==> src/hdl/broes_pkg.sv <==
// ----------------------------------------------------------------------------
// broes_pkg
// Shared types, constants and the mosaic table for the ROI event statistics.
// ----------------------------------------------------------------------------
package broes_pkg;

    localparam int MAX_ROWS_DEF = 1024;
    localparam int MAX_COLS_DEF = 1024;

    localparam int FUNC_W     = 3;
    localparam int COORD_W    = 10;
    localparam int CODE_W     = 8;
    localparam int PAT_W      = 2;
    localparam int CNT_W      = 21;
    localparam int HIST_W     = 11;
    localparam int CHAN_W     = 3;
    localparam int CFG_IDX_W  = 3;
    localparam int CFG_DATA_W = 10;

    localparam int NUM_CHAN    = 5;
    localparam int NUM_KIND    = 4;
    localparam int QUEUE_DEPTH = 4;

    localparam logic [CNT_W-1:0]  CNT_MAX  = {CNT_W{1'b1}};
    localparam logic [HIST_W-1:0] HIST_MAX = {HIST_W{1'b1}};
    localparam logic [CHAN_W-1:0] CH_ALL   = 3'd4;

    // command codes
    localparam logic [FUNC_W-1:0] FUNC_CLEAR  = 3'd0;
    localparam logic [FUNC_W-1:0] FUNC_PIXEL  = 3'd1;
    localparam logic [FUNC_W-1:0] FUNC_RD_CNT = 3'd2;
    localparam logic [FUNC_W-1:0] FUNC_RD_ROW = 3'd3;
    localparam logic [FUNC_W-1:0] FUNC_RD_COL = 3'd4;

    // configuration register indexes
    localparam logic [CFG_IDX_W-1:0] REG_ROI_TOP    = 3'd0;
    localparam logic [CFG_IDX_W-1:0] REG_ROI_BOTTOM = 3'd1;
    localparam logic [CFG_IDX_W-1:0] REG_ROI_LEFT   = 3'd2;
    localparam logic [CFG_IDX_W-1:0] REG_ROI_RIGHT  = 3'd3;
    localparam logic [CFG_IDX_W-1:0] REG_BAYER      = 3'd4;
    localparam logic [CFG_IDX_W-1:0] REG_ON_CODE    = 3'd5;
    localparam logic [CFG_IDX_W-1:0] REG_OFF_CODE   = 3'd6;

    typedef enum logic [2:0] {
        OP_NOP,
        OP_CLEAR,
        OP_PIXEL,
        OP_RD_CNT,
        OP_RD_ROW,
        OP_RD_COL,
        OP_BAD
    } op_t;

    typedef enum logic [1:0] {
        KIND_NONE,
        KIND_ON,
        KIND_OFF,
        KIND_ALL
    } kind_t;

    // classified transaction; row/col carry the read index for histogram reads
    typedef struct packed {
        op_t                op;
        logic [CHAN_W-1:0]  chan;
        kind_t              kind;
        logic               cnt_en;
        logic               hist_en;
        logic [COORD_W-1:0] row;
        logic [COORD_W-1:0] col;
    } op_item_t;

    typedef struct packed {
        logic init_busy;
    } back_status_t;

    // channel by [pattern][{row odd, col odd}]: GBRG, BGGR, RGGB, GRBG
    localparam logic [3:0][3:0][1:0] MOSAIC_MAP = {
        {2'd0, 2'd1, 2'd2, 2'd3},
        {2'd1, 2'd0, 2'd3, 2'd2},
        {2'd2, 2'd3, 2'd0, 2'd1},
        {2'd3, 2'd2, 2'd1, 2'd0}
    };

    function automatic logic [1:0] mosaic_channel(input logic [PAT_W-1:0] pattern,
                                                  input logic [1:0] pos);
        return MOSAIC_MAP[pattern][pos];
    endfunction

endpackage

==> src/hdl/broes_fifo.sv <==
// ----------------------------------------------------------------------------
// broes_fifo
// Short queue of classified transactions between front and back.
// ----------------------------------------------------------------------------
module broes_fifo (
    input  logic                clk,
    input  logic                rst_n,
    input  logic                push,
    input  broes_pkg::op_item_t item,
    output logic                full,
    input  logic                pop,
    output broes_pkg::op_item_t head,
    output logic                head_valid
);
    import broes_pkg::*;

    localparam int PTR_W = $clog2(QUEUE_DEPTH);

    op_item_t         store [QUEUE_DEPTH];
    logic [PTR_W-1:0] wr_ptr_reg;
    logic [PTR_W-1:0] wr_ptr_next;
    logic [PTR_W-1:0] rd_ptr_reg;
    logic [PTR_W-1:0] rd_ptr_next;
    logic [PTR_W:0]   count_reg;
    logic [PTR_W:0]   count_next;

    assign full       = (count_reg == (PTR_W+1)'(QUEUE_DEPTH));
    assign head_valid = (count_reg != '0);
    assign head       = store[rd_ptr_reg];

    always_comb
    begin
        wr_ptr_next = wr_ptr_reg;
        rd_ptr_next = rd_ptr_reg;
        count_next  = count_reg;
        if (push)
            wr_ptr_next = (wr_ptr_reg == PTR_W'(QUEUE_DEPTH-1)) ? '0 : wr_ptr_reg + 1'b1;
        if (pop)
            rd_ptr_next = (rd_ptr_reg == PTR_W'(QUEUE_DEPTH-1)) ? '0 : rd_ptr_reg + 1'b1;
        if (push && !pop)
            count_next = count_reg + 1'b1;
        else if (pop && !push)
            count_next = count_reg - 1'b1;
    end

    always_ff @(posedge clk or negedge rst_n)
    begin
        if (!rst_n)
        begin
            wr_ptr_reg <= '0;
            rd_ptr_reg <= '0;
            count_reg  <= '0;
        end
        else
        begin
            wr_ptr_reg <= wr_ptr_next;
            rd_ptr_reg <= rd_ptr_next;
            count_reg  <= count_next;
        end
    end

    always_ff @(posedge clk)
    begin
        if (push)
            store[wr_ptr_reg] <= item;
    end

endmodule

==> config.mk <==
export PLATFORM = sky130hd
export DESIGN_NAME = broes_fifo
export DESIGN_NICKNAME = d
export VERILOG_FILES = /design/src/hdl/broes_pkg.sv /design/src/hdl/broes_fifo.sv
export SDC_FILE = /design/constraint.sdc
export NUM_CORES = 1
export LEC_CHECK = 0
export BUFFER_PORTS_ARGS = -buffer_cell sky130_fd_sc_hd__buf_4
export CORE_UTILIZATION = 32
export CTS_CLUSTER_DIAMETER = 80
export DETAILED_ROUTE_END_ITERATION = 10
export GPL_ROUTABILITY_DRIVEN = 0
export PLACE_DENSITY = 0.57
export SLEW_MARGIN = 20
export SYNTH_ARGS = -nofsm -noshare
export SYNTH_HDL_FRONTEND = slang
export SYNTH_SLANG_ARGS = --single-unit
==> constraint.sdc <==
create_clock -name clk -period 4.41 [get_ports clk]
set_clock_uncertainty 0.2 [all_clocks]
set_input_delay 0.882 -clock clk [delete_from_list [all_inputs] [get_ports clk]]
set_output_delay 0.882 -clock clk [all_outputs]
set_load 0.05 [all_outputs]
==> results.json, run 1 <==
{
  "status": "finished, final reports clean",
  "grt_pass1_vias": 2439,
  "die_h_um": 124,
  "required_ns": 3.33,
  "max_cap_violations": 0,
  "leakage_nw": 2.09,
  "multi_input_area_um2": 911,
  "ctsHoldBuffers": 0,
  "route.detailed.drc": 0,
  "cp-end-kind": "output pin",
  "cts_htree_levels": 4,
  "finalHoldViolations": 0,
  "first_pass_iters": 6,
  "worstPathArrival_ns": 2.41,
  "path_class": "flip-flop to output pin",
  "core_area_um2": 14600,
  "synthCells": 194,
  "die_w_um": 124,
  "fmax_mhz": 286,
  "syn_area_um2": 4790,
  "post_cts_resized": 0,
  "cts_tree": "done",
  "synth.largest_area_cell": "edfxtp_1",
  "io_pins": 66,
  "post-route-min-period_ns": 3.49,
  "fill_cells": 1280,
  "path_max_fanout": 24,
  "grt_pass1_wl_mm": 13.2,
  "clockRootBuffer": "clkbuf_16",
  "post-dp-hpwl_mm": 4.92,
  "vdd_drop_max_v": 0.000342,
  "path_clk_slew_ns": 0.06,
  "setup_tns_ns": 0,
  "antenna_found_initial": 0,
  "rows": 44,
  "avgSynthCellArea_um2": 24.7,
  "vias_per_cell": 4.62,
  "cts_setup_buffers": 0,
  "port_buffers": 65,
  "placed_area_um2": 5430,
  "fin_area_um2": 6000,
  "dp.cells": 437,
  "fin_crit_sh": 0.792,
  "cts_buffers": 17,
  "yosys-top-cells-area": "edfxtp_1 (75%), mux4_2 (13%), dfrtp_1 (3.7%)",
  "finalSetupViolCount": 0,
  "largest_reg_flops": 120,
  "ys_types": 19,
  "layoutNonFillerInstCount": 469,
  "syn_nets": 235,
  "cts_buffer_depth": 2,
  "worstHoldPathType": "input pin to asynchronous set/reset pin",
  "yosys_warnings": 0,
  "drv_slew": 0,
  "grt_overflow": 0,
  "antenna_cells": 0,
  "tightest_slew_ns": 0.868,
  "syn_to_final_growth_pct": 25.5,
  "rsz0062_at_grt": "no",
  "ant_nets": 0,
  "ys_ff_latch": 127,
  "drt_iter0_markers": 79,
  "powerDensity_nw_per_um2": 769,
  "clk_latency_ns": 0.41,
  "wl_mm": 8.39,
  "num-nets-final": 313,
  "route.vias.total": 2169,
  "synth_top_area_share": 0.753,
  "grt_max_degree": 33,
  "seqCellArea_um2": 3780,
  "dieArea_um2": 15400,
  "clock-sinks": 127,
  "cp-start-kind": "flip-flop",
  "ys_seq_area_frac": 0.790,
  "gr-usage-all-layers": 0.118,
  "slew-limit-headroom": 0.421,
  "initial_core_util": 0.328,
  "wl_per_cell_um": 17.9,
  "drive_gt1_frac": 0.463
}
path summary, 6_finish.rpt:
kind / startpoint / depth (start not counted) / endpoint / slack, ns
max in group asynchronous: rst_n / 1 / rd_ptr_reg[1] / 3.80
worst max-delay path: rd_ptr_reg[0] / 3 / head[17] / 0.92
worst min register to register: count_reg[2] / 1 / count_reg[2] / 0.29
worst max register to register: wr_ptr_reg[0] / 3 / store[2][23] / 2.44
min in group clk: count_reg[2] / 1 / count_reg[2] / 0.29
worst min-delay path: rst_n / 1 / rd_ptr_reg[0] / 0.08
cell type report:
type | instances | area share
tap | 184 | 0.0383
clock inverter | 15 | 0.0244
multi-input combinational | 56 | 0.152
clock buffer | 17 | 0.0708
sequential | 127 | 0.630
inverter | 4 | 0.00250
timing repair buffer | 66 | 0.0825
power by group:
group,switching (mW),leakage (nW),internal (mW)
logic,0.977,0.637,0.580
registers,0.180,1.18,1.56
clock network,0.495,0.268,0.825
layer usage:
| metal | share of wire | up-vias | global-route usage |
|---|---|---|---|
| met5 | 0 | - | 0 |
| met4 | 0.011 | 0 | 0.0489 |
| met3 | 0.055 | 8 | 0.0498 |
| met2 | 0.53 | 52 | 0.198 |
| met1 | 0.41 | 1141 | 0.133 |
| li1 | - | 968 | - |
placed cells by master, fill, tap and decap left out:
cell type,Yosys,final
clkinv_1,0,3
inv_6,0,1
clkbuf_16,0,17
mux4_2,28,28
bufinv_16,0,2
buf_4,0,66
clkinv_2,0,2
ha_1,6,6
xor2_1,2,2
fa_1,1,1
nand2_1,2,2
edfxtp_1,120,120
clkinvlp_4,0,4
and2_2,0,4
mux4_1,2,2
clkinv_4,0,3
nor2_1,3,3
o21ai_0,2,2
nor3b_1,1,1
dfrtp_2,0,2
xnor2_1,1,1
or3_1,1,1
mux2_2,3,3
dfrtp_1,7,5
inv_1,4,4
stage by stage:
step	hold WS, ns	utilization	worst slack (ns)	power, mW
global placement	0.277	0.372	1.32	3.33
global route	0.0607	0.412	0.713	4.81
CTS	0.0560	0.412	0.818	4.70
detailed placement	0.280	0.372	1.28	3.36
finish	0.0761	0.412	0.916	4.62
floorplan	0.249	-	1.73	2.95
worst max-delay path: stages (launching register included):
cell and delay [ns]:
dfrtp_2 0.88, buf_4 0.36, mux4_2 0.54, buf_4 0.21
logic make-up (layout without fill, tap and decap cells):
| logic type | Yosys count | count (layout) | share of synthesized area |
|---|---|---|---|
| DFF | 127 | 127 | 0.790 |
| buffers and inverters | 11 | 102 | 0.0212 |
| AOI/OAI and AO/OA | 2 | 2 | 0.00209 |
| and+or+nand+nor | 11 | 11 | 0.0120 |
| adders and majority gates | 7 | 7 | 0.0199 |
| muxes | 33 | 33 | 0.150 |
| xor gates and xnor gates | 3 | 3 | 0.00549 |
cells in the mapped netlist:
master and count:
nor3b_1 1, edfxtp_1 120, ha_1 6, nor2_1 3, mux4_1 2, nand2_1 2, inv_1 4, and2_1 4
mux2_2 3, o21ai_0 2, fa_1 1, xor2_1 2, buf_2 3, mux4_2 28, xnor2_1 1, buf_6 1
or3_1 1, buf_12 3, dfrtp_1 7
Power figures use the tool's default switching activity.
==> inputs of run 2 (changes only) <==
PLACE_DENSITY = 0.58   (was 0.57)
clock period = 3.15 ns   (was 4.41 ns; I/O delays follow)
==> run 2 against run 1 <==
- first-iteration DRC count grew 42%
- non-clock buffer count rose by 12
- total power rose by 39%
- combinational power grew 51%
- sequential cell count stayed put
- utilization increased by 0.42 points
- global-route usage grew 0.17 points
- final area rose by 1.0%
- sequential power rose by 34%
- via count is 0.92% higher
- count of clock-buffer cells in the layout grew 4
- sequential share of layout area fell by 0.64 points
- largest cell class unchanged
==> results.json, run 2 (synthesized netlist as in run 1, its figures left out) <==
{
  "layout_common_cells": "edfxtp_1 (120), buf_4 (76), mux4_2 (28), clkbuf_16 (17)",
  "grt_overflow": 0,
  "cts_buffer_depth": 2,
  "cts_tree": "done",
  "path_class": "flip-flop to output pin",
  "drive_gt1_frac": 0.485,
  "die_h_um": 124,
  "syn_to_final_growth_pct": 26.7,
  "worst-r2r-cell-count": 4,
  "path_max_fanout": 18,
  "vdd_drop_max_v": 0.000535,
  "total_power_mw": 6.40,
  "netSwitchingFraction": 0.361,
  "clock-sinks": 127,
  "grt_max_degree": 27,
  "cp-end-kind": "output pin",
  "grtUsageMet2": 0.199,
  "p_int_mw": 4.09,
  "regToRegSetupSlack_ns": 1.13,
  "worstPathArrival_ns": 2.14,
  "wl_mm": 8.61,
  "num-nets-final": 325,
  "slew-limit-headroom": 0.560,
  "status": "finished, final reports clean",
  "slowest_stage": "dfrtp_2",
  "path_buf_inv": 2,
  "path_clk_slew_ns": 0.05,
  "die_w_um": 124,
  "finalSetupViolCount": 0,
  "post-route-min-period_ns": 2.97,
  "post-dp-hpwl_mm": 5.53,
  "initial_core_util": 0.328,
  "rsz0062_at_grt": "no",
  "clockRootBuffer": "clkbuf_16",
  "finalHoldViolations": 0,
  "powerDensity_nw_per_um2": 1060,
  "grt_pass1_vias": 2397,
  "drv_slew": 0,
  "crit_family": "flip-flops",
  "cts_buffers": 17,
  "tightest_slew_ns": 0.660,
  "post_cts_resized": 0,
  "worstHoldPathType": "input pin to flip-flop",
  "antenna_found_initial": 0,
  "cp-start-kind": "flip-flop",
  "fin_crit_sh": 0.944,
  "cp.depth": 3,
  "vias_per_cell": 4.55,
  "grtUsageMet3": 0.0490,
  "pwr-share-clk": 0.267,
  "core_area_um2": 14600,
  "io_pins": 66,
  "seqCellArea_um2": 3780,
  "max_cap_violations": 0,
  "hold_depth": 1,
  "gr-usage-all-layers": 0.120,
  "fill_cells": 1276,
  "p_switching_mw": 2.31,
  "dieArea_um2": 15400,
  "ant_nets": 0,
  "leakage_nw": 2.14,
  "first_pass_iters": 6,
  "clk_latency_ns": 0.41,
  "port_buffers": 65,
  "wl_per_cell_um": 17.9,
  "final_common_cell": "edfxtp_1",
  "required_ns": 2.32,
  "grt_pass1_wl_mm": 13.3,
  "cts_htree_levels": 4,
  "multi_input_area_um2": 911,
  "combPwrFrac": 0.367,
  "met1_usage": 0.137,
  "largest_reg_flops": 120,
  "route.detailed.drc": 0,
  "pwr-share-seq": 0.365,
  "drt_iter0_markers": 112,
  "busiest_layer": "met2",
  "max_stage_delay_ns": 0.75,
  "route.vias.total": 2189,
  "crit_path_cell_trace": "buf_12, mux4_2, buf_4",
  "antenna_cells": 0,
  "fmax_mhz": 336,
  "rows": 44,
  "setup_tns_ns": 0
}
==> run 2: cell count changes in the layout (fill, tap and decap cells not counted), sizes merged <==
cell	change
clkinv	-2
buf	+11
dlygate4sd3	+1
clkbuf	+4
inv	-1
clkinvlp	+1
bufinv	-2
==> run 2: layer usage <==
layer | vias to the layer above | routed length, µm
met2 | 52 | 4380
met1 | 1130 | 3660
li1 | 992 | -
met4 | 0 | 145
met5 | - | 0
met3 | 15 | 420
==> run 2: layout make-up <==
cell class                 instances  area share
inverter                           4     0.00248
sequential                       127       0.623
multi-input combinational         56       0.150
clock inverter                    11      0.0111
timing repair buffer              78      0.0990
clock buffer                      21      0.0759
tap                              184      0.0380
==> run 2: power groups by stage <==
stage	Clock, mW	Combinational, mW	Sequential, mW
after detailed placement	0	2.40	2.38
final	1.71	2.35	2.34
after floorplan	0	1.85	2.28
after global routing	1.82	2.48	2.38
after CTS	1.75	2.40	2.35
after global placement	0	2.38	2.37
==> run 2: final timing paths <==
check                                    from       endpoint
worst max-delay path            rd_ptr_reg[0]       head[12]
worst min-delay path                  item[2]    store[2][2]
worst max register to register  wr_ptr_reg[0]   store[2][19]
worst min register to register   count_reg[2]   count_reg[2]
max in group asynchronous               rst_n  rd_ptr_reg[1]
min in group asynchronous               rst_n   count_reg[2]
==> run 2: repair_timing <==
action | in CTS | in global routing
hold endpoints to repair | 7 | 0
buffers inserted | 0 | 0
hold buffers | 1 | 0
==> run 2: metrics by stage <==
step,std cells,utilization,cell area [µm²],worst slack (ns),hold WS (ns)
after floorplan,194,-,4790,0.726,0.134
after global placement,448,0.379,5530,0.562,0.253
after global routing,481,0.416,6070,0.0473,0.198
final,481,0.416,6070,0.176,0.220
after detailed placement,448,0.379,5530,0.546,0.254
after CTS,481,0.416,6070,0.110,0.200
==> inputs of run 3 (changes only) <==
PLACE_DENSITY = 0.59   (was 0.58)
clock period = 3.85 ns   (was 3.15 ns; I/O delays follow)
==> run 3 against run 2 <==
- routed wire length shrank 1.8%
- sequential cell count is the same
- final area shrank 1.7%
- setup slack gained 0.46 ns
- total power shrank 19%
- cell count shrank 2.3%
- register-to-register slack gained 0.73 ns
- combinational power shrank 23%
- utilization shrank 0.70 points
- largest power group is now registers
- highest routed layer unchanged
==> results.json, run 3 (synthesized netlist as in run 1, its figures left out) <==
{
  "status": "finished, final reports clean",
  "rows": 44,
  "slew-limit-headroom": 0.405,
  "post-dp-hpwl_mm": 4.83,
  "grt_max_degree": 33,
  "max_stage_delay_ns": 0.75,
  "vdd_drop_max_v": 0.000379,
  "required_ns": 2.88,
  "layout_common_cells": "edfxtp_1 (120), buf_4 (67), mux4_2 (28), clkbuf_16 (17), ha_1 (6)",
  "finalSetupViolCount": 0,
  "route.detailed.drc": 0,
  "grt_pass1_wl_mm": 13.1,
  "drv_slew": 0,
  "die_h_um": 124,
  "clock-sinks": 127,
  "powerDensity_nw_per_um2": 869,
  "route.vias.total": 2179,
  "io_pins": 66,
  "tightest_slew_ns": 0.893,
  "pwr-share-seq": 0.382,
  "fill_cells": 1295,
  "initial_core_util": 0.328,
  "multi_input_area_um2": 911,
  "leakage_nw": 2.08,
  "largest_reg_flops": 120,
  "post-route-min-period_ns": 3.22,
  "final_common_cell": "edfxtp_1",
  "grt_pass1_vias": 2386,
  "drive_gt1_frac": 0.444,
  "cts_tree": "done",
  "pwr-share-clk": 0.269,
  "wl_mm": 8.45,
  "cts_buffer_depth": 2,
  "worstHoldPathType": "flip-flop to flip-flop",
  "fmax_mhz": 311,
  "combPwrFrac": 0.349,
  "gr-usage-all-layers": 0.118,
  "cts_buffers": 17,
  "syn_to_final_growth_pct": 24.6,
  "clk_latency_ns": 0.41,
  "die_w_um": 124,
  "finalHoldViolations": 0,
  "hp-start": "count_reg[2]",
  "drt_iter0_markers": 124,
  "wl_per_cell_um": 18.0,
  "rsz0062_at_grt": "no",
  "final_core_util": 0.409,
  "slowest_stage": "dfrtp_2",
  "cp-start-kind": "flip-flop",
  "crit_family": "flip-flops",
  "cts_htree_levels": 4,
  "antenna_cells": 0,
  "path_clk_slew_ns": 0.05,
  "num-nets-final": 315,
  "setup_tns_ns": 0,
  "first_pass_iters": 5,
  "dieArea_um2": 15400,
  "netSwitchingFraction": 0.359,
  "max_cap_violations": 0,
  "core_area_um2": 14600,
  "cp-end-kind": "output pin",
  "path_max_fanout": 17,
  "ant_nets": 0,
  "worstPathArrival_ns": 2.25,
  "crit_path_cell_trace": "buf_4, mux4_2, buf_4",
  "p_int_mw": 3.32,
  "r2r_start": "wr_ptr_reg[0]",
  "path_class": "flip-flop to output pin",
  "cts_setup_buffers": 0,
  "total_power_mw": 5.18,
  "clockRootBuffer": "clkbuf_16",
  "crit_start": "rd_ptr_reg[0]",
  "path_common_cell": "buf_4",
  "seqCellArea_um2": 3780,
  "path_buf_inv": 2,
  "vias_per_cell": 4.64,
  "port_buffers": 65,
  "p_switching_mw": 1.86,
  "grt_overflow": 0,
  "antenna_found_initial": 0,
  "fin_crit_sh": 0.835
}
-- run 3: cell types whose count changed in the layout (fill, tap and decap cells not counted), sizes merged --
cell      delta
clkinvlp     -4
bufinv       +1
buf         -10
clkinv       +2
-- run 3: path summary, 6_finish.rpt --
path,endpoint,slack [ns],cells past startpoint
setup / recovery,head[9],0.63,3
setup reg to reg,store[0][20],1.86,3
hold / removal,count_reg[2],0.28,1
max in group asynchronous,rd_ptr_reg[0],2.79,2
hold reg to reg,count_reg[2],0.28,1
min in group asynchronous,count_reg[0],0.52,2
-- run 3: routing by layer --
layer	vias up	global-route usage	share of wire
met2	69	0.182	0.49
met1	1119	0.138	0.42
met5	-	0	0
met4	0	0.0702	0.025
li1	975	-	-
met3	16	0.0490	0.061
-- run 3: power by group through the flow --
stage	clock, mW	combinational, mW	sequential [mW]
2_1_floorplan	0	1.51	1.86
4_1_cts	1.43	1.85	1.99
3_5_place_dp	0	1.84	2.02
6_report	1.39	1.81	1.98
3_3_place_gp	0	1.83	2.00
5_1_grt	1.49	1.91	2.02
-- run 3: what timing repair did --
| action | in CTS | in global routing |
|---|---|---|
| hold endpoints to repair | 7 | 0 |
| gates resized for setup | 0 | 0 |
| hold buffers | 1 | 0 |
-- run 3: cell type report --
cell class / count / area share
clock buffers: 21 / 0.0739
clock inverters: 10 / 0.0122
inverters: 4 / 0.00252
multi-input cells: 56 / 0.153
flip-flops and latches: 127 / 0.634
repair buffers: 68 / 0.0860
well taps: 184 / 0.0386
-- run 3: metrics by stage --
step | area (µm²) | setup slack [ns] | hold slack (ns) | cells
detailed placement | 5440 | 0.982 | 0.270 | 438
global route | 5960 | 0.452 | 0.319 | 470
finish | 5960 | 0.633 | 0.282 | 470
global placement | 5440 | 0.992 | 0.264 | 438
CTS | 5960 | 0.535 | 0.284 | 470
floorplan | 4790 | 1.29 | 0.249 | 194
