### config.mk
export PLATFORM = sky130hd
export DESIGN_NAME = broes_front_flat
export DESIGN_NICKNAME = d
export VERILOG_FILES = /design/src/hdl/broes_pkg.sv /design/src/hdl/broes_in_if.sv /design/src/hdl/broes_front.sv /design/src/flat_wrapper.sv
export SDC_FILE = /design/constraint.sdc
export NUM_CORES = 1
export LEC_CHECK = 0
export BUFFER_PORTS_ARGS = -buffer_cell sky130_fd_sc_hd__buf_4
export CORE_AREA = 2 2 101 103
export DETAILED_ROUTE_END_ITERATION = 16
export DIE_AREA = 0 0 103 105
export PLACE_DENSITY = 0.7
export SLEW_MARGIN = 30
export SYNTH_ARGS = -nofsm -noshare
export SYNTH_HDL_FRONTEND = slang
export SYNTH_SLANG_ARGS = --single-unit
### constraint.sdc
create_clock -name clk -period 2.5 [get_ports clk]
set_input_delay 0.25 -clock clk [delete_from_list [all_inputs] [get_ports clk]]
set_output_delay 0.25 -clock clk [all_outputs]
set_load 0.1 [all_outputs]
### src/hdl/broes_pkg.sv
// ----------------------------------------------------------------------------
// broes_pkg
// Shared types, constants and the mosaic table for the ROI event statistics.
// ----------------------------------------------------------------------------
package broes_pkg;

    localparam int MAX_ROWS_DEF = 1024;
    localparam int MAX_COLS_DEF = 1024;

    localparam int FUNC_W     = 3;
    localparam int COORD_W    = 10;
    localparam int CODE_W     = 8;
    localparam int PAT_W      = 2;
    localparam int CNT_W      = 21;
    localparam int HIST_W     = 11;
    localparam int CHAN_W     = 3;
    localparam int CFG_IDX_W  = 3;
    localparam int CFG_DATA_W = 10;

    localparam int NUM_CHAN    = 5;
    localparam int NUM_KIND    = 4;
    localparam int QUEUE_DEPTH = 4;

    localparam logic [CNT_W-1:0]  CNT_MAX  = {CNT_W{1'b1}};
    localparam logic [HIST_W-1:0] HIST_MAX = {HIST_W{1'b1}};
    localparam logic [CHAN_W-1:0] CH_ALL   = 3'd4;

    // command codes
    localparam logic [FUNC_W-1:0] FUNC_CLEAR  = 3'd0;
    localparam logic [FUNC_W-1:0] FUNC_PIXEL  = 3'd1;
    localparam logic [FUNC_W-1:0] FUNC_RD_CNT = 3'd2;
    localparam logic [FUNC_W-1:0] FUNC_RD_ROW = 3'd3;
    localparam logic [FUNC_W-1:0] FUNC_RD_COL = 3'd4;

    // configuration register indexes
    localparam logic [CFG_IDX_W-1:0] REG_ROI_TOP    = 3'd0;
    localparam logic [CFG_IDX_W-1:0] REG_ROI_BOTTOM = 3'd1;
    localparam logic [CFG_IDX_W-1:0] REG_ROI_LEFT   = 3'd2;
    localparam logic [CFG_IDX_W-1:0] REG_ROI_RIGHT  = 3'd3;
    localparam logic [CFG_IDX_W-1:0] REG_BAYER      = 3'd4;
    localparam logic [CFG_IDX_W-1:0] REG_ON_CODE    = 3'd5;
    localparam logic [CFG_IDX_W-1:0] REG_OFF_CODE   = 3'd6;

    typedef enum logic [2:0] {
        OP_NOP,
        OP_CLEAR,
        OP_PIXEL,
        OP_RD_CNT,
        OP_RD_ROW,
        OP_RD_COL,
        OP_BAD
    } op_t;

    typedef enum logic [1:0] {
        KIND_NONE,
        KIND_ON,
        KIND_OFF,
        KIND_ALL
    } kind_t;

    // classified transaction; row/col carry the read index for histogram reads
    typedef struct packed {
        op_t                op;
        logic [CHAN_W-1:0]  chan;
        kind_t              kind;
        logic               cnt_en;
        logic               hist_en;
        logic [COORD_W-1:0] row;
        logic [COORD_W-1:0] col;
    } op_item_t;

    typedef struct packed {
        logic init_busy;
    } back_status_t;

    // channel by [pattern][{row odd, col odd}]: GBRG, BGGR, RGGB, GRBG
    localparam logic [3:0][3:0][1:0] MOSAIC_MAP = {
        {2'd0, 2'd1, 2'd2, 2'd3},
        {2'd1, 2'd0, 2'd3, 2'd2},
        {2'd2, 2'd3, 2'd0, 2'd1},
        {2'd3, 2'd2, 2'd1, 2'd0}
    };

    function automatic logic [1:0] mosaic_channel(input logic [PAT_W-1:0] pattern,
                                                  input logic [1:0] pos);
        return MOSAIC_MAP[pattern][pos];
    endfunction

endpackage

### src/hdl/broes_in_if.sv
// ----------------------------------------------------------------------------
// broes_in_if
// Command / pixel channel: valid-ready with the input payload.
// ----------------------------------------------------------------------------
interface broes_in_if;
    import broes_pkg::*;

    logic               valid;
    logic               ready;
    logic [FUNC_W-1:0]  func;
    logic [COORD_W-1:0] pixel_row;
    logic [COORD_W-1:0] pixel_col;
    logic [CODE_W-1:0]  pixel_code;
    logic [COORD_W-1:0] read_index;

    modport source (output valid, func, pixel_row, pixel_col, pixel_code, read_index,
                    input ready);
    modport sink (input valid, func, pixel_row, pixel_col, pixel_code, read_index,
                  output ready);
endinterface

### src/hdl/broes_front.sv
// ----------------------------------------------------------------------------
// broes_front
// Configuration registers, input handshake and command classification.
// ----------------------------------------------------------------------------
module broes_front #(
    parameter int MAX_ROWS = broes_pkg::MAX_ROWS_DEF,
    parameter int MAX_COLS = broes_pkg::MAX_COLS_DEF
) (
    input  logic                             clk,
    input  logic                             rst_n,
    input  logic                             cfg_we,
    input  logic [broes_pkg::CFG_IDX_W-1:0]  cfg_index,
    input  logic [broes_pkg::CFG_DATA_W-1:0] cfg_data,
    broes_in_if.sink                         req,
    input  logic                             queue_full,
    input  broes_pkg::back_status_t          status,
    output logic                             push,
    output broes_pkg::op_item_t              item
);
    import broes_pkg::*;

    logic [COORD_W-1:0] top_reg;
    logic [COORD_W-1:0] bottom_reg;
    logic [COORD_W-1:0] left_reg;
    logic [COORD_W-1:0] right_reg;
    logic [PAT_W-1:0]   pattern_reg;
    logic [CODE_W-1:0]  on_code_reg;
    logic [CODE_W-1:0]  off_code_reg;

    logic row_in;
    logic col_in;
    logic in_roi;

    always_ff @(posedge clk or negedge rst_n)
    begin
        if (!rst_n)
        begin
            top_reg      <= '0;
            bottom_reg   <= '1;
            left_reg     <= '0;
            right_reg    <= '1;
            pattern_reg  <= '0;
            on_code_reg  <= 8'd1;
            off_code_reg <= 8'd2;
        end
        else if (cfg_we)
        begin
            case (cfg_index)
                REG_ROI_TOP:    top_reg      <= cfg_data[COORD_W-1:0];
                REG_ROI_BOTTOM: bottom_reg   <= cfg_data[COORD_W-1:0];
                REG_ROI_LEFT:   left_reg     <= cfg_data[COORD_W-1:0];
                REG_ROI_RIGHT:  right_reg    <= cfg_data[COORD_W-1:0];
                REG_BAYER:      pattern_reg  <= cfg_data[PAT_W-1:0];
                REG_ON_CODE:    on_code_reg  <= cfg_data[CODE_W-1:0];
                REG_OFF_CODE:   off_code_reg <= cfg_data[CODE_W-1:0];
                default:        ;
            endcase
        end
    end

    assign req.ready = !queue_full && !status.init_busy;
    assign push      = req.valid && req.ready;

    // inside the rectangle and inside the histogram arrays
    assign row_in = (req.pixel_row >= top_reg) && (req.pixel_row <= bottom_reg)
                    && (int'(req.pixel_row) < MAX_ROWS);
    assign col_in = (req.pixel_col >= left_reg) && (req.pixel_col <= right_reg)
                    && (int'(req.pixel_col) < MAX_COLS);
    assign in_roi = row_in && col_in;

    always_comb
    begin
        item     = '0;
        item.op  = OP_NOP;
        item.row = req.pixel_row;
        item.col = req.pixel_col;
        case (req.func)
            FUNC_CLEAR:
            begin
                item.op = OP_CLEAR;
            end
            FUNC_PIXEL:
            begin
                item.op   = OP_PIXEL;
                item.chan = {1'b0, mosaic_channel(pattern_reg,
                                                  {req.pixel_row[0], req.pixel_col[0]})};
                // priority: no event, then on, then off
                if (req.pixel_code == '0)
                begin
                    item.kind   = KIND_NONE;
                    item.cnt_en = in_roi;
                end
                else if (req.pixel_code == on_code_reg)
                begin
                    item.kind    = KIND_ON;
                    item.cnt_en  = in_roi;
                    item.hist_en = in_roi;
                end
                else if (req.pixel_code == off_code_reg)
                begin
                    item.kind    = KIND_OFF;
                    item.cnt_en  = in_roi;
                    item.hist_en = in_roi;
                end
            end
            FUNC_RD_CNT:
            begin
                item.chan = req.read_index[CHAN_W-1:0];
                if (req.read_index > COORD_W'(CH_ALL))
                    item.op = OP_BAD;
                else
                    item.op = OP_RD_CNT;
            end
            FUNC_RD_ROW:
            begin
                item.row = req.read_index;
                if (int'(req.read_index) >= MAX_ROWS)
                    item.op = OP_BAD;
                else
                    item.op = OP_RD_ROW;
            end
            FUNC_RD_COL:
            begin
                item.col = req.read_index;
                if (int'(req.read_index) >= MAX_COLS)
                    item.op = OP_BAD;
                else
                    item.op = OP_RD_COL;
            end
            default:
            begin
                item.op = OP_NOP;
            end
        endcase
    end

endmodule

### src/flat_wrapper.sv
// flat-port wrapper written by rule: the top's interface ports become plain ports
module broes_front_flat import broes_pkg::*;
#(
    parameter int MAX_ROWS = broes_pkg::MAX_ROWS_DEF,
    parameter int MAX_COLS = broes_pkg::MAX_COLS_DEF
)
  (clk, rst_n, cfg_we, cfg_index, cfg_data, queue_full, status, push, item, req_valid, req_func, req_pixel_row, req_pixel_col, req_pixel_code, req_read_index, req_ready);
  broes_in_if req_i ();
  input  logic clk;
  input  logic rst_n;
  input  logic cfg_we;
  input  logic [broes_pkg::CFG_IDX_W-1:0] cfg_index;
  input  logic [broes_pkg::CFG_DATA_W-1:0] cfg_data;
  input  logic queue_full;
  input  broes_pkg::back_status_t status;
  output logic push;
  output broes_pkg::op_item_t item;
  input wire logic [$bits(req_i.valid)-1:0] req_valid;
  input wire logic [$bits(req_i.func)-1:0] req_func;
  input wire logic [$bits(req_i.pixel_row)-1:0] req_pixel_row;
  input wire logic [$bits(req_i.pixel_col)-1:0] req_pixel_col;
  input wire logic [$bits(req_i.pixel_code)-1:0] req_pixel_code;
  input wire logic [$bits(req_i.read_index)-1:0] req_read_index;
  output wire logic [$bits(req_i.ready)-1:0] req_ready;
  assign req_i.valid = req_valid;
  assign req_i.func = req_func;
  assign req_i.pixel_row = req_pixel_row;
  assign req_i.pixel_col = req_pixel_col;
  assign req_i.pixel_code = req_pixel_code;
  assign req_i.read_index = req_read_index;
  assign req_ready = req_i.ready;
  broes_front #(.MAX_ROWS(MAX_ROWS), .MAX_COLS(MAX_COLS)) u_core (.clk(clk), .rst_n(rst_n), .cfg_we(cfg_we), .cfg_index(cfg_index), .cfg_data(cfg_data), .req(req_i), .queue_full(queue_full), .status(status), .push(push), .item(item));
endmodule
==> reports/summary.md, run 1 <==
## Status
• **outcome** finished, violations left
• **violated checks** setup timing

## Pwr
• **sum of internal, switching and leakage power** 3470 uW
• **leak pwr** 0.00226 uW
• **power density over cell area** 676 nW/um^2
• **peak supply drop** 0.386 mV

## CTS
• **clock transition at the registers of the reported paths** 0.06 ns
• **CTS H-tree lvls** 3
• **root cell of the clock tree** clkbuf_8
• **insertion delay of the later-clocked pin in the worst-skew pair** 0.34 ns
• **Inserted Clock Buffers** 9
• **Clock Sink Count** 58
• **clock tree buffer depth** 2
• **clock tree from TritonCTS** built

## Yosys
• **area share of the leading cell type in the synthesized netlist** 0.237
• **number of enable-type register cells in the synthesized netlist** 0
• **dominant cells by area after synthesis** dfrtp_1, dfstp_2, mux2_2
• **fraction of registers with async set/reset** 1.00
• **netlist area before placement** 3790 um^2
• **leading cell type by number of instances after synthesis** mux2_2
• **synth unique cells** 44
• **dominant cell type by area after synthesis** dfrtp_1
• **synth cell count leaders** mux2_2, ha_1, inv_1, dfrtp_1, nand2_1
• **number of warnings reported in the yosys synthesis log** 0
• **Avg Inst Size Synth** 10.1 um^2
• **post-synth net total** 474
• **count of state elements after synthesis** 58
• **Synth Instances** 374
• **Primary FF master, synth** dfrtp_1
• **proportion of synthesized chip area in sequential cells** 0.390

## Timing
• **time the final worst path needs with I/O delays and setup** 2.60 ns
• **max_slew headroom** 0.511
• **share of the cycle needed by the critical path after routing** 1.04
• **count of final max-slew check failures** 0
• **Hold Violations, Final** 0
• **number of setup violations in the final report** 2
• **hold_ws** 0.162 ns
• **Layout Skew** 0 ns
• **worst-margin pin slew** 0.734 ns
• **fmax** 384 MHz
• **RSZ-0062 raised after global routing** true
• **final setup margin** -0.102 ns

## Global route
• **global-route total usage across every layer** 0.195
• **first-pass GRT wire length** 16000 um
• **maximum number of pins on one net before global-route repair** 59
• **number of global-route vias before repair** 3117
• **initial antenna violation count** 0
• **leftover overflow at the end of global routing** 0

## Placed design
• **post-placement setup slack** 0.0769 ns
• **half-perimeter wire length after detailed placement** 7740 um
• **total of buffers placed on input and output ports** 91
• **Routability Congestion** 0.897
• **Placed Area** 4750 um^2

## Cells and area
• **NumNets Final** 574
• **filler cell count** 900
• **area growth from synthesis to final layout** 35.3%
• **area occupied by registers** 1480 um^2
• **footprint of the multi-input gates** 2370 um^2
• **number of diodes added for antenna fixing** 0
• **total non-filler cell area in the finished layout** 5130 um^2
• **fraction of final layout cells with drive strength greater than 1** 0.455

## Floorplan
• **floorplan die area** 10800 um^2
• **top-level port count** 92
• **core area** 9640 um^2
• **row count** 36
• **Die Width** 103 um
• **Initial Util** 0.394
• **die outline height** 105 um

## Hold path
• **path type of the worst min-delay path** input pin to register

## Routing
• **WL final** 10200 um
• **detail-routed net length per standard cell** 16.7 um
• **count of TritonRoute iterations in the first routing pass** 5
• **Iteration-0 DRC Markers** 110
• **number of vias after detailed routing** 3093
• **number of design rule violations left after detail routing** 0
• **number of routed nets with antenna violations** 0
• **vias per cell** 5.05

## Run
• **max-cap viol count** 0

## Critical path
• **Critical Path Sink Type** output pin
• **startpoint class of the critical path** register
• **required arrival time at the worst endpoint** 2.25 ns
• **Setup CP Type** register to output pin
• **worst endpoint data arrival time** 2.35 ns
• **peak fanout along the critical path** 3

[final cells by class]
class,instances,area share
repair buffers,98,0.149
inverters,40,0.0292
clock buffers,15,0.0383
clock inverters,1,0.000975
flip-flops and latches,58,0.288
well taps,133,0.0324
multi-input cells,267,0.462
[repair_timing]
action                     in CTS  in global routing
setup buffers                   0                  1
hold buffers                    1                  0
pin swaps                       8                  9
hold endpoints to repair       29                  0
setup endpoints to repair       2                  2
gates resized for setup        12                 15
[power by group]
group / leakage, uW / switching [uW] / internal [uW]
sequential: 0.000666 / 95.2 / 1190
combinational: 0.00149 / 770 / 558
clock: 0.000106 / 361 / 494
total: 0.00226 / 1230 / 2250
[placed cells by master, fill, tap and decap left out, types with 3 or more instances in the layout]
master	netlist	routed
a21o_1	3	3
a21oi_1	11	9
buf_4	1	95
clkbuf_8	0	14
dfrtp_1	36	36
dfstp_2	22	22
ha_1	40	30
ha_4	0	10
inv_1	40	35
inv_2	0	5
mux2_2	50	50
nand2_1	36	36
nand2b_1	6	6
nand4_1	10	10
nand4b_1	3	3
nor2_1	11	10
nor3_1	6	4
nor3_4	1	3
o21ai_0	35	32
xnor2_1	16	16
[per-layer routing]
metal	GRT usage	wire [um]	share of wire
met1	0.276	4770	0.47
met2	0.304	4750	0.47
met3	0.0274	511	0.050
met4	0.0677	164	0.016
met5	0	0	0
[path summary, 6_finish.rpt]
path	slack [ns]	endpoint	start	cells after the start
worst max register to register	1.66	u_core.bottom_reg[5]	u_core.bottom_reg[5]	2
worst min register to register	0.51	u_core.bottom_reg[4]	u_core.bottom_reg[4]	2
worst max-delay path	-0.10	item[20]	u_core.right_reg[9]	8
worst min-delay path	0.16	u_core.left_reg[9]	cfg_data[9]	3
max in group asynchronous	1.50	u_core.on_code_reg[6]	rst_n	2
min in group asynchronous	0.52	u_core.pattern_reg[0]	rst_n	2
[metrics by stage]
stage,setup TNS [ns],utilization,std cells
floorplan,-0.169,-,374
global placement,0,0.493,594
detailed placement,0,0.493,594
CTS,-0.261,0.520,611
global route,-0.378,0.533,612
finish,-0.202,0.533,612
[worst max-delay path: stages, from the launching register on]
cell	delay, ns
dfstp_2	0.53
inv_1	0.06
ha_4	0.22
a21oi_2	0.17
o21ai_2	0.10
nor4_4	0.31
o32ai_4	0.18
nor3_4	0.24
buf_12	0.20
[logic make-up (layout without fill, tap and decap cells)]
group | after synthesis | in the layout | share of synthesized area
buf+inv | 49 | 154 | 0.0518
compound gates | 69 | 69 | 0.110
xor+xnor | 18 | 18 | 0.0415
flops | 58 | 58 | 0.390
simple gates | 90 | 90 | 0.126
mux | 50 | 50 | 0.148
fa+ha+maj | 40 | 40 | 0.132
Power figures use the tool's default switching activity.
==> run 2: changes to the inputs <==
--- a/config.mk
+++ b/config.mk
@@ -5,7 +5,7 @@
 export SDC_FILE = /design/constraint.sdc
 export NUM_CORES = 1
 export LEC_CHECK = 0
-export BUFFER_PORTS_ARGS = -buffer_cell sky130_fd_sc_hd__buf_4
+export BUFFER_PORTS_ARGS = -buffer_cell sky130_fd_sc_hd__buf_2
 export CORE_AREA = 2 2 101 103
 export DETAILED_ROUTE_END_ITERATION = 16
 export DIE_AREA = 0 0 103 105
@@ -14,3 +14,4 @@
 export SYNTH_ARGS = -nofsm -noshare
 export SYNTH_HDL_FRONTEND = slang
 export SYNTH_SLANG_ARGS = --single-unit
+export TNS_END_PERCENT = 50
==> run 2 against run 1 <==
Against the previous run:
- setup slack worse by 0.061 ns
- global-route usage increased by 1.1 points
- non-clock buffer count decreased by 1
- sequential cell count unchanged
- hold slack worse by 0.12 ns
- clock power is 4.6% lower
- fmax is 2.3% lower
- via count rose by 2.7%
- final cell count decreased by 0.16%
- critical endpoint unchanged
- highest routed layer unchanged
- count of clock-buffer cells in the layout is 1 lower
- the run still ends with setup timing left
- die area did not move
- wire length increased by 2.5%
==> reports/summary.md, run 2 (synthesis gave the netlist of run 1 again) <==
## Pwr
• **leak pwr** 0.00219 uW, -3.1%
• **peak supply drop** 0.342 mV, -11%
• **power density over cell area** 696 nW/um^2, +2.9%

## Cells and area
• **area growth from synthesis to final layout** 27.3%
• **commonest non-fill, non-tap cells in the layout** buf_2, mux2_2, inv_1, nand2_1, dfrtp_1
• **area occupied by registers** 1480 um^2, unchanged
• **NumNets Final** 573, -0.17%
• **number of diodes added for antenna fixing** 0, unchanged
• **filler cell count** 910, +1.1%
• **footprint of the multi-input gates** 2290 um^2, -3.4%
• **total non-filler cell area in the finished layout** 4830 um^2, -5.9%
• **final core occ** 0.501, -0.0314
• **most common cell after layout, fill and taps aside** buf_2
• **fraction of final layout cells with drive strength greater than 1** 0.431, -0.0242

## Floorplan
• **Initial Util** 0.394, unchanged
• **floorplan die area** 10800 um^2, unchanged
• **core area** 9640 um^2, unchanged
• **die outline height** 105 um, unchanged
• **row count** 36, unchanged
• **Die Width** 103 um, unchanged
• **top-level port count** 92, unchanged

## Hold path
• **path type of the worst min-delay path** input pin to async pin

## Timing
• **sum of negative setup slack** -0.300 ns, -0.0981 ns
• **fmax** 375 MHz, -2.3%
• **time the final worst path needs with I/O delays and setup** 2.66 ns, +0.0615 ns
• **count of final max-slew check failures** 0, unchanged
• **Hold Violations, Final** 0, unchanged
• **worst-margin pin slew** 0.737 ns, +0.00331 ns
• **max_slew headroom** 0.509, -0.00221
• **final setup margin** -0.163 ns, -0.0615 ns
• **RSZ-0062 raised after global routing** true
• **number of setup violations in the final report** 2, unchanged
• **share of the cycle needed by the critical path after routing** 1.07, +0.0246
• **hold_ws** 0.0463 ns, -0.116 ns
• **Layout Skew** 0 ns, unchanged

## CTS
• **Hold Buf Count CTS** 0, -1
• **CTS H-tree lvls** 3, unchanged
• **insertion delay of the later-clocked pin in the worst-skew pair** 0.34 ns, about the same
• **root cell of the clock tree** clkbuf_8
• **clock transition at the registers of the reported paths** 0.07 ns, about the same
• **Inserted Clock Buffers** 9, unchanged
• **clock tree buffer depth** 2, unchanged
• **clock tree from TritonCTS** built
• **post-CTS repair timing setup buffer count** 0, unchanged
• **Clock Sink Count** 58, unchanged

## Routing
• **vias per cell** 5.20, +2.9%
• **Iteration-0 DRC Markers** 108, -1.8%
• **WL final** 10500 um, +2.5%
• **number of vias after detailed routing** 3178, +2.7%
• **number of routed nets with antenna violations** 0, unchanged
• **count of TritonRoute iterations in the first routing pass** 7, +2
• **number of design rule violations left after detail routing** 0, unchanged
• **detail-routed net length per standard cell** 17.1 um, +2.7%

## Critical path
• **Critical Path Sink Type** output pin
• **reg-to-reg critical path startpoint** u_core.bottom_reg[3]
• **RR Endpoint** u_core.bottom_reg[3]
• **startpoint class of the critical path** register
• **worst endpoint data arrival time** 2.41 ns, +0.06 ns
• **Setup CP Type** register to output pin
• **worst reg2reg path depth** 2, unchanged
• **peak fanout along the critical path** 2, -1
• **required arrival time at the worst endpoint** 2.25 ns, about the same
• **setup slack of the worst register-to-register path** 1.64 ns, -0.02 ns

## Global route
• **leftover overflow at the end of global routing** 0, unchanged
• **first-pass GRT wire length** 16800 um, +5.4%
• **initial antenna violation count** 0, unchanged
• **maximum number of pins on one net before global-route repair** 59, unchanged
• **number of global-route vias before repair** 3315, +6.4%
• **global-route total usage across every layer** 0.206, +0.0109

## Placed design
• **Placed Area** 4590 um^2, -3.4%
• **Routability Congestion** 0.922, +2.8%
• **total of buffers placed on input and output ports** 91, unchanged
• **half-perimeter wire length after detailed placement** 8020 um, +3.7%
• **post-placement setup slack** 0.102 ns, +0.0253 ns

## Status
• **violated checks** setup timing
• **outcome** finished, violations left

## Run
• **max-cap viol count** 0, unchanged

[run 2: cell types whose count changed in the layout (fill, tap and decap cells not counted), sizes merged]
cell	delta
dlygate4sd3	-1
clkinv	+1
clkbuf	-1
[run 2: worst max-delay path by stage]
stage	start	end	slack (ns)	cells past startpoint
6_report	u_core.right_reg[4]	item[20]	-0.16	8
5_1_grt	u_core.bottom_reg[8]	item[20]	-0.25	8
4_1_cts	u_core.bottom_reg[3]	item[20]	-0.15	8
3_5_place_dp	u_core.right_reg[9]	item[20]	0.10	8
3_3_place_gp	u_core.bottom_reg[9]	item[20]	0.21	8
2_1_floorplan	status	push	-0.19	2
[run 2: area by class of cell]
class / instances / area share
multi-input combinational: 267 / 0.475
sequential: 58 / 0.306
timing repair buffer: 97 / 0.116
tap: 133 / 0.0344
inverter: 40 / 0.0311
clock buffer: 14 / 0.0357
clock inverter: 2 / 0.00207
[run 2: worst max-delay path, stage by stage, from the launching register on]
cell	delay, ns
dfstp_2	0.53
inv_1	0.04
ha_1	0.29
o21ai_1	0.17
nor2_1	0.10
nor4_4	0.28
o32ai_4	0.18
nor3_4	0.27
buf_12	0.21
[run 2: timing repair]
item | 4_1_cts | 5_1_grt
endpoints found under the setup margin | 2 | 2
pin swaps | 9 | 0
resized for setup | 12 | 0
[run 2: metal layers]
layer	up-vias	routed length (um)	GRT usage
li1	1515	-	-
met1	1528	4500	0.273
met2	116	5070	0.336
met3	19	622	0.0288
met4	0	255	0.0799
met5	-	0	0
[run 2: metrics by stage]
stage                     power, uW  cells
after floorplan                2170    374
after global placement         2430    595
after detailed placement       2500    595
after CTS                      3380    611
after global routing           3570    611
final                          3360    611
[run 2: power breakdown]
group          total (uW)  internal, uW  switching, uW
registers            1290          1190           91.8
clock network         816           439            377
logic                1260           501            760
total                3360          2130           1230
==> run 3: changes to the inputs <==
--- a/config.mk
+++ b/config.mk
@@ -5,10 +5,11 @@
 export SDC_FILE = /design/constraint.sdc
 export NUM_CORES = 1
 export LEC_CHECK = 0
+export ABC_AREA = 1
 export BUFFER_PORTS_ARGS = -buffer_cell sky130_fd_sc_hd__buf_2
-export CORE_AREA = 2 2 101 103
+export CORE_AREA = 2 2 104 106
 export DETAILED_ROUTE_END_ITERATION = 16
-export DIE_AREA = 0 0 103 105
+export DIE_AREA = 0 0 106 108
 export PLACE_DENSITY = 0.7
 export SLEW_MARGIN = 30
 export SYNTH_ARGS = -nofsm -noshare
==> run 3 against run 2 <==
Against the previous run:
- the flow now finishes without violations
- setup slack better by 0.26 ns
- wire length is 1.1% lower
- register-to-register slack better by 0.07 ns
- area after synthesis is 5.5% higher
- critical endpoint is now item[21]
- non-clock buffer count is 4 lower
- hold slack better by 0.19 ns
- final cell count is 24% higher
==> reports/summary.md, run 3 <==
## Status
• **outcome** completed

## Pwr
• **NetSw** 1200 uW, -2.2%
• **clock share of power** 0.246, +0.003
• **share of total power consumed by net switching** 0.382, +0.0168
• **power density over cell area** 653 nW/um^2, -6.1%
• **peak supply drop** 0.420 mV, +23%
• **Cell Int Power** 1940 uW, -9.0%
• **share of power burned in combinational logic** 0.351, -0.024
• **relative contribution of sequential cells to total power** 0.403, +0.021
• **leak pwr** 0.00258 uW, +18%

## Cells and area
• **fraction of final layout cells with drive strength greater than 1** 0.268, -0.163
• **NumNets Final** 718, +25%
• **area growth from synthesis to final layout** 20.3%
• **number of diodes added for antenna fixing** 0, unchanged
• **most common cell after layout, fill and taps aside** nand2_1
• **filler cell count** 1034, +14%
• **commonest non-fill, non-tap cells in the layout** nand2_1, buf_2, inv_1, ha_1, dfrtp_1

## Critical path
• **Setup CP Type** register to output pin
• **Critical Path Sink Type** output pin
• **startpoint class of the critical path** register
• **CP max stage delay** 0.53 ns, about the same
• **buffers plus inverters on the worst setup path** 3, +1
• **required arrival time at the worst endpoint** 2.25 ns, about the same
• **CP most frequent cell** nand2_1
• **cell at the slowest stage of the critical path** dfstp_2
• **worst endpoint data arrival time** 2.15 ns, -0.26 ns
• **CP cell instances** inv_1, ha_1, nand2_1, nor2_2, nand4_1, nand2_1, nand2_1, inv_2, nand2_4, nor2_4, buf_12
• **Top delay family on crit path** simple AND/OR/NAND/NOR gates
• **peak fanout along the critical path** 3, +1

## Routing
• **detail-routed net length per standard cell** 13.6 um, -20%
• **number of routed nets with antenna violations** 0, unchanged
• **number of vias after detailed routing** 3647, +15%
• **Iteration-0 DRC Markers** 168, +56%
• **vias per cell** 4.81, -7.6%
• **number of design rule violations left after detail routing** 0, unchanged
• **count of TritonRoute iterations in the first routing pass** 4, -3
• **WL final** 10300 um, -1.1%

## Timing
• **RSZ-0062 raised after global routing** false
• **count of final max-slew check failures** 0, unchanged
• **sum of negative setup slack** 0 ns, +0.300 ns
• **Layout Skew** 0 ns, unchanged
• **number of setup violations in the final report** 0, -2
• **final setup margin** 0.0970 ns, +0.261 ns
• **fmax** 416 MHz, +11%
• **share of the cycle needed by the critical path after routing** 0.961, -0.104
• **worst-margin pin slew** 0.709 ns, -0.0278 ns
• **Hold Violations, Final** 0, unchanged
• **max_slew headroom** 0.527, +0.0185
• **time the final worst path needs with I/O delays and setup** 2.40 ns, -0.261 ns

## Global route
• **global-route total usage across every layer** 0.187, -0.0194
• **initial antenna violation count** 0, unchanged
• **leftover overflow at the end of global routing** 0, unchanged
• **first-pass GRT wire length** 16700 um, -0.82%
• **maximum number of pins on one net before global-route repair** 31, -47%
• **number of global-route vias before repair** 3426, +3.3%

## Placed design
• **half-perimeter wire length after detailed placement** 8060 um, +0.51%
• **total of buffers placed on input and output ports** 91, unchanged
• **Routability Congestion** 0.859, -6.9%
• **post-placement setup slack** 0.330 ns, +0.228 ns

## Yosys
• **fraction of registers with async set/reset** 1.00, unchanged
• **Primary FF master, synth** dfrtp_1
• **synth unique cells** 34, -23%
• **area share of the leading cell type in the synthesized netlist** 0.225, -0.0124
• **number of warnings reported in the yosys synthesis log** 0, unchanged
• **synth cell count leaders** nand2_1, inv_1, ha_1, dfrtp_1, o21ai_0
• **proportion of synthesized chip area in sequential cells** 0.369, -0.0203
• **dominant cell type by area after synthesis** dfrtp_1
• **leading cell type by number of instances after synthesis** nand2_1
• **number of enable-type register cells in the synthesized netlist** 0, unchanged
• **Synth Instances** 526, +41%
• **dominant cells by area after synthesis** dfrtp_1, dfstp_2, nand2_1
• **netlist area before placement** 4000 um^2, +5.5%
• **Avg Inst Size Synth** 7.61 um^2, -25%
• **post-synth net total** 626, +32%
• **count of state elements after synthesis** 58, unchanged

## CTS
• **Inserted Clock Buffers** 9, unchanged
• **clock transition at the registers of the reported paths** 0.07 ns, about the same
• **root cell of the clock tree** clkbuf_8
• **clock tree from TritonCTS** built
• **Clock Sink Count** 58, unchanged
• **clock tree buffer depth** 2, unchanged
• **CTS H-tree lvls** 3, unchanged
• **insertion delay of the later-clocked pin in the worst-skew pair** 0.32 ns, -0.02 ns

## Floorplan
• **Initial Util** 0.391, -0.00235
• **top-level port count** 92, unchanged
• **core area** 10200 um^2, +6.1%
• **floorplan die area** 11400 um^2, +5.9%
• **die outline height** 108 um, +2.9%
• **Die Width** 106 um, +2.9%
• **row count** 37, +2.8%

## Run
• **max-cap viol count** 0, unchanged

## Hold path
• **path type of the worst min-delay path** input pin to register

==> run 3: changes by cell type in the layout (fill, tap and decap cells not counted), moves of 6 or more <==
cell	change
mux2_2	-50
nor2_1	+16
nand3_1	+8
buf_4	-6
nand2b_1	-6
nand2_1	+113
inv_1	+49
o21ai_1	+26
o21ai_2	+17
==> run 3: cells by family after synthesis <==
logic type / synth area share
buffers and inverters: 0.108
AND/OR/NAND/NOR: 0.221
AO/OA/AOI/OAI: 0.142
adder cells (fa/ha/maj): 0.125
flip-flops: 0.369
XOR/XNOR: 0.0350
==> run 3: layout make-up <==
cell class / instances / area, um^2 / area share
multi-input cells: 363 / 2120 / 0.440
flip-flops and latches: 58 / 1480 / 0.307
repair buffers: 93 / 515 / 0.107
inverters: 93 / 357 / 0.0741
well taps: 136 / 170 / 0.0353
clock buffers: 13 / 159 / 0.0330
clock inverters: 3 / 15.0 / 0.00312
==> run 3: worst paths after layout <==
path	from	endpoint	slack (ns)	depth (start not counted)
worst max-delay path	u_core.right_reg[9]	item[21]	0.1	11
worst min-delay path	cfg_data[9]	u_core.bottom_reg[9]	0.24	3
worst max register to register	u_core.right_reg[4]	u_core.right_reg[4]	1.71	2
worst min register to register	u_core.bottom_reg[1]	u_core.bottom_reg[1]	0.47	2
max in group asynchronous	rst_n	u_core.right_reg[0]	1.30	3
min in group asynchronous	rst_n	u_core.on_code_reg[6]	0.52	2
==> run 3: timing repair <==
item | CTS | global route
hold buffers | 1 | 0
pin swaps | 0 | 1
resized for setup | 1 | 8
buffers inserted | 0 | 0
endpoints found under the hold margin | 20 | 0
endpoints found under the setup margin | 1 | 2
==> run 3: power groups by stage <==
stage | logic, uW | clock network (uW) | registers [uW]
2_1_floorplan | 835 | 0 | 1250
3_3_place_gp | 1050 | 0 | 1270
3_5_place_dp | 1090 | 0 | 1280
4_1_cts | 1100 | 796 | 1270
5_1_grt | 1250 | 851 | 1290
6_report | 1100 | 772 | 1270
==> run 3: routing by layer <==
metal	track usage	vias up	routed length (um)	share of wire
li1	-	1842	-	-
met1	0.249	1672	4650	0.45
met2	0.308	120	4740	0.46
met3	0.0344	13	782	0.076
met4	0.0620	0	168	0.016
met5	0	-	0	0
==> run 3: tightest hold or removal path, cell delays in order <==
cell and delay (ns):
buf_2 0.09, inv_1 0.13, o21ai_1 0.09
==> run 3: through the flow <==
| step | power (uW) | area [um^2] | instances | hold WS, ns | utilization |
|---|---|---|---|---|---|
| 4_1_cts | 3160 | 4790 | 759 | 0.226 | 0.468 |
| 3_5_place_dp | 2370 | 4610 | 742 | 0.332 | 0.450 |
| 6_report | 3140 | 4810 | 759 | 0.239 | 0.471 |
| 5_1_grt | 3400 | 4810 | 759 | 0.236 | 0.471 |
| 2_1_floorplan | 2090 | 4010 | 526 | -0.0456 | - |
| 3_3_place_gp | 2330 | 4610 | 742 | 0.312 | 0.450 |
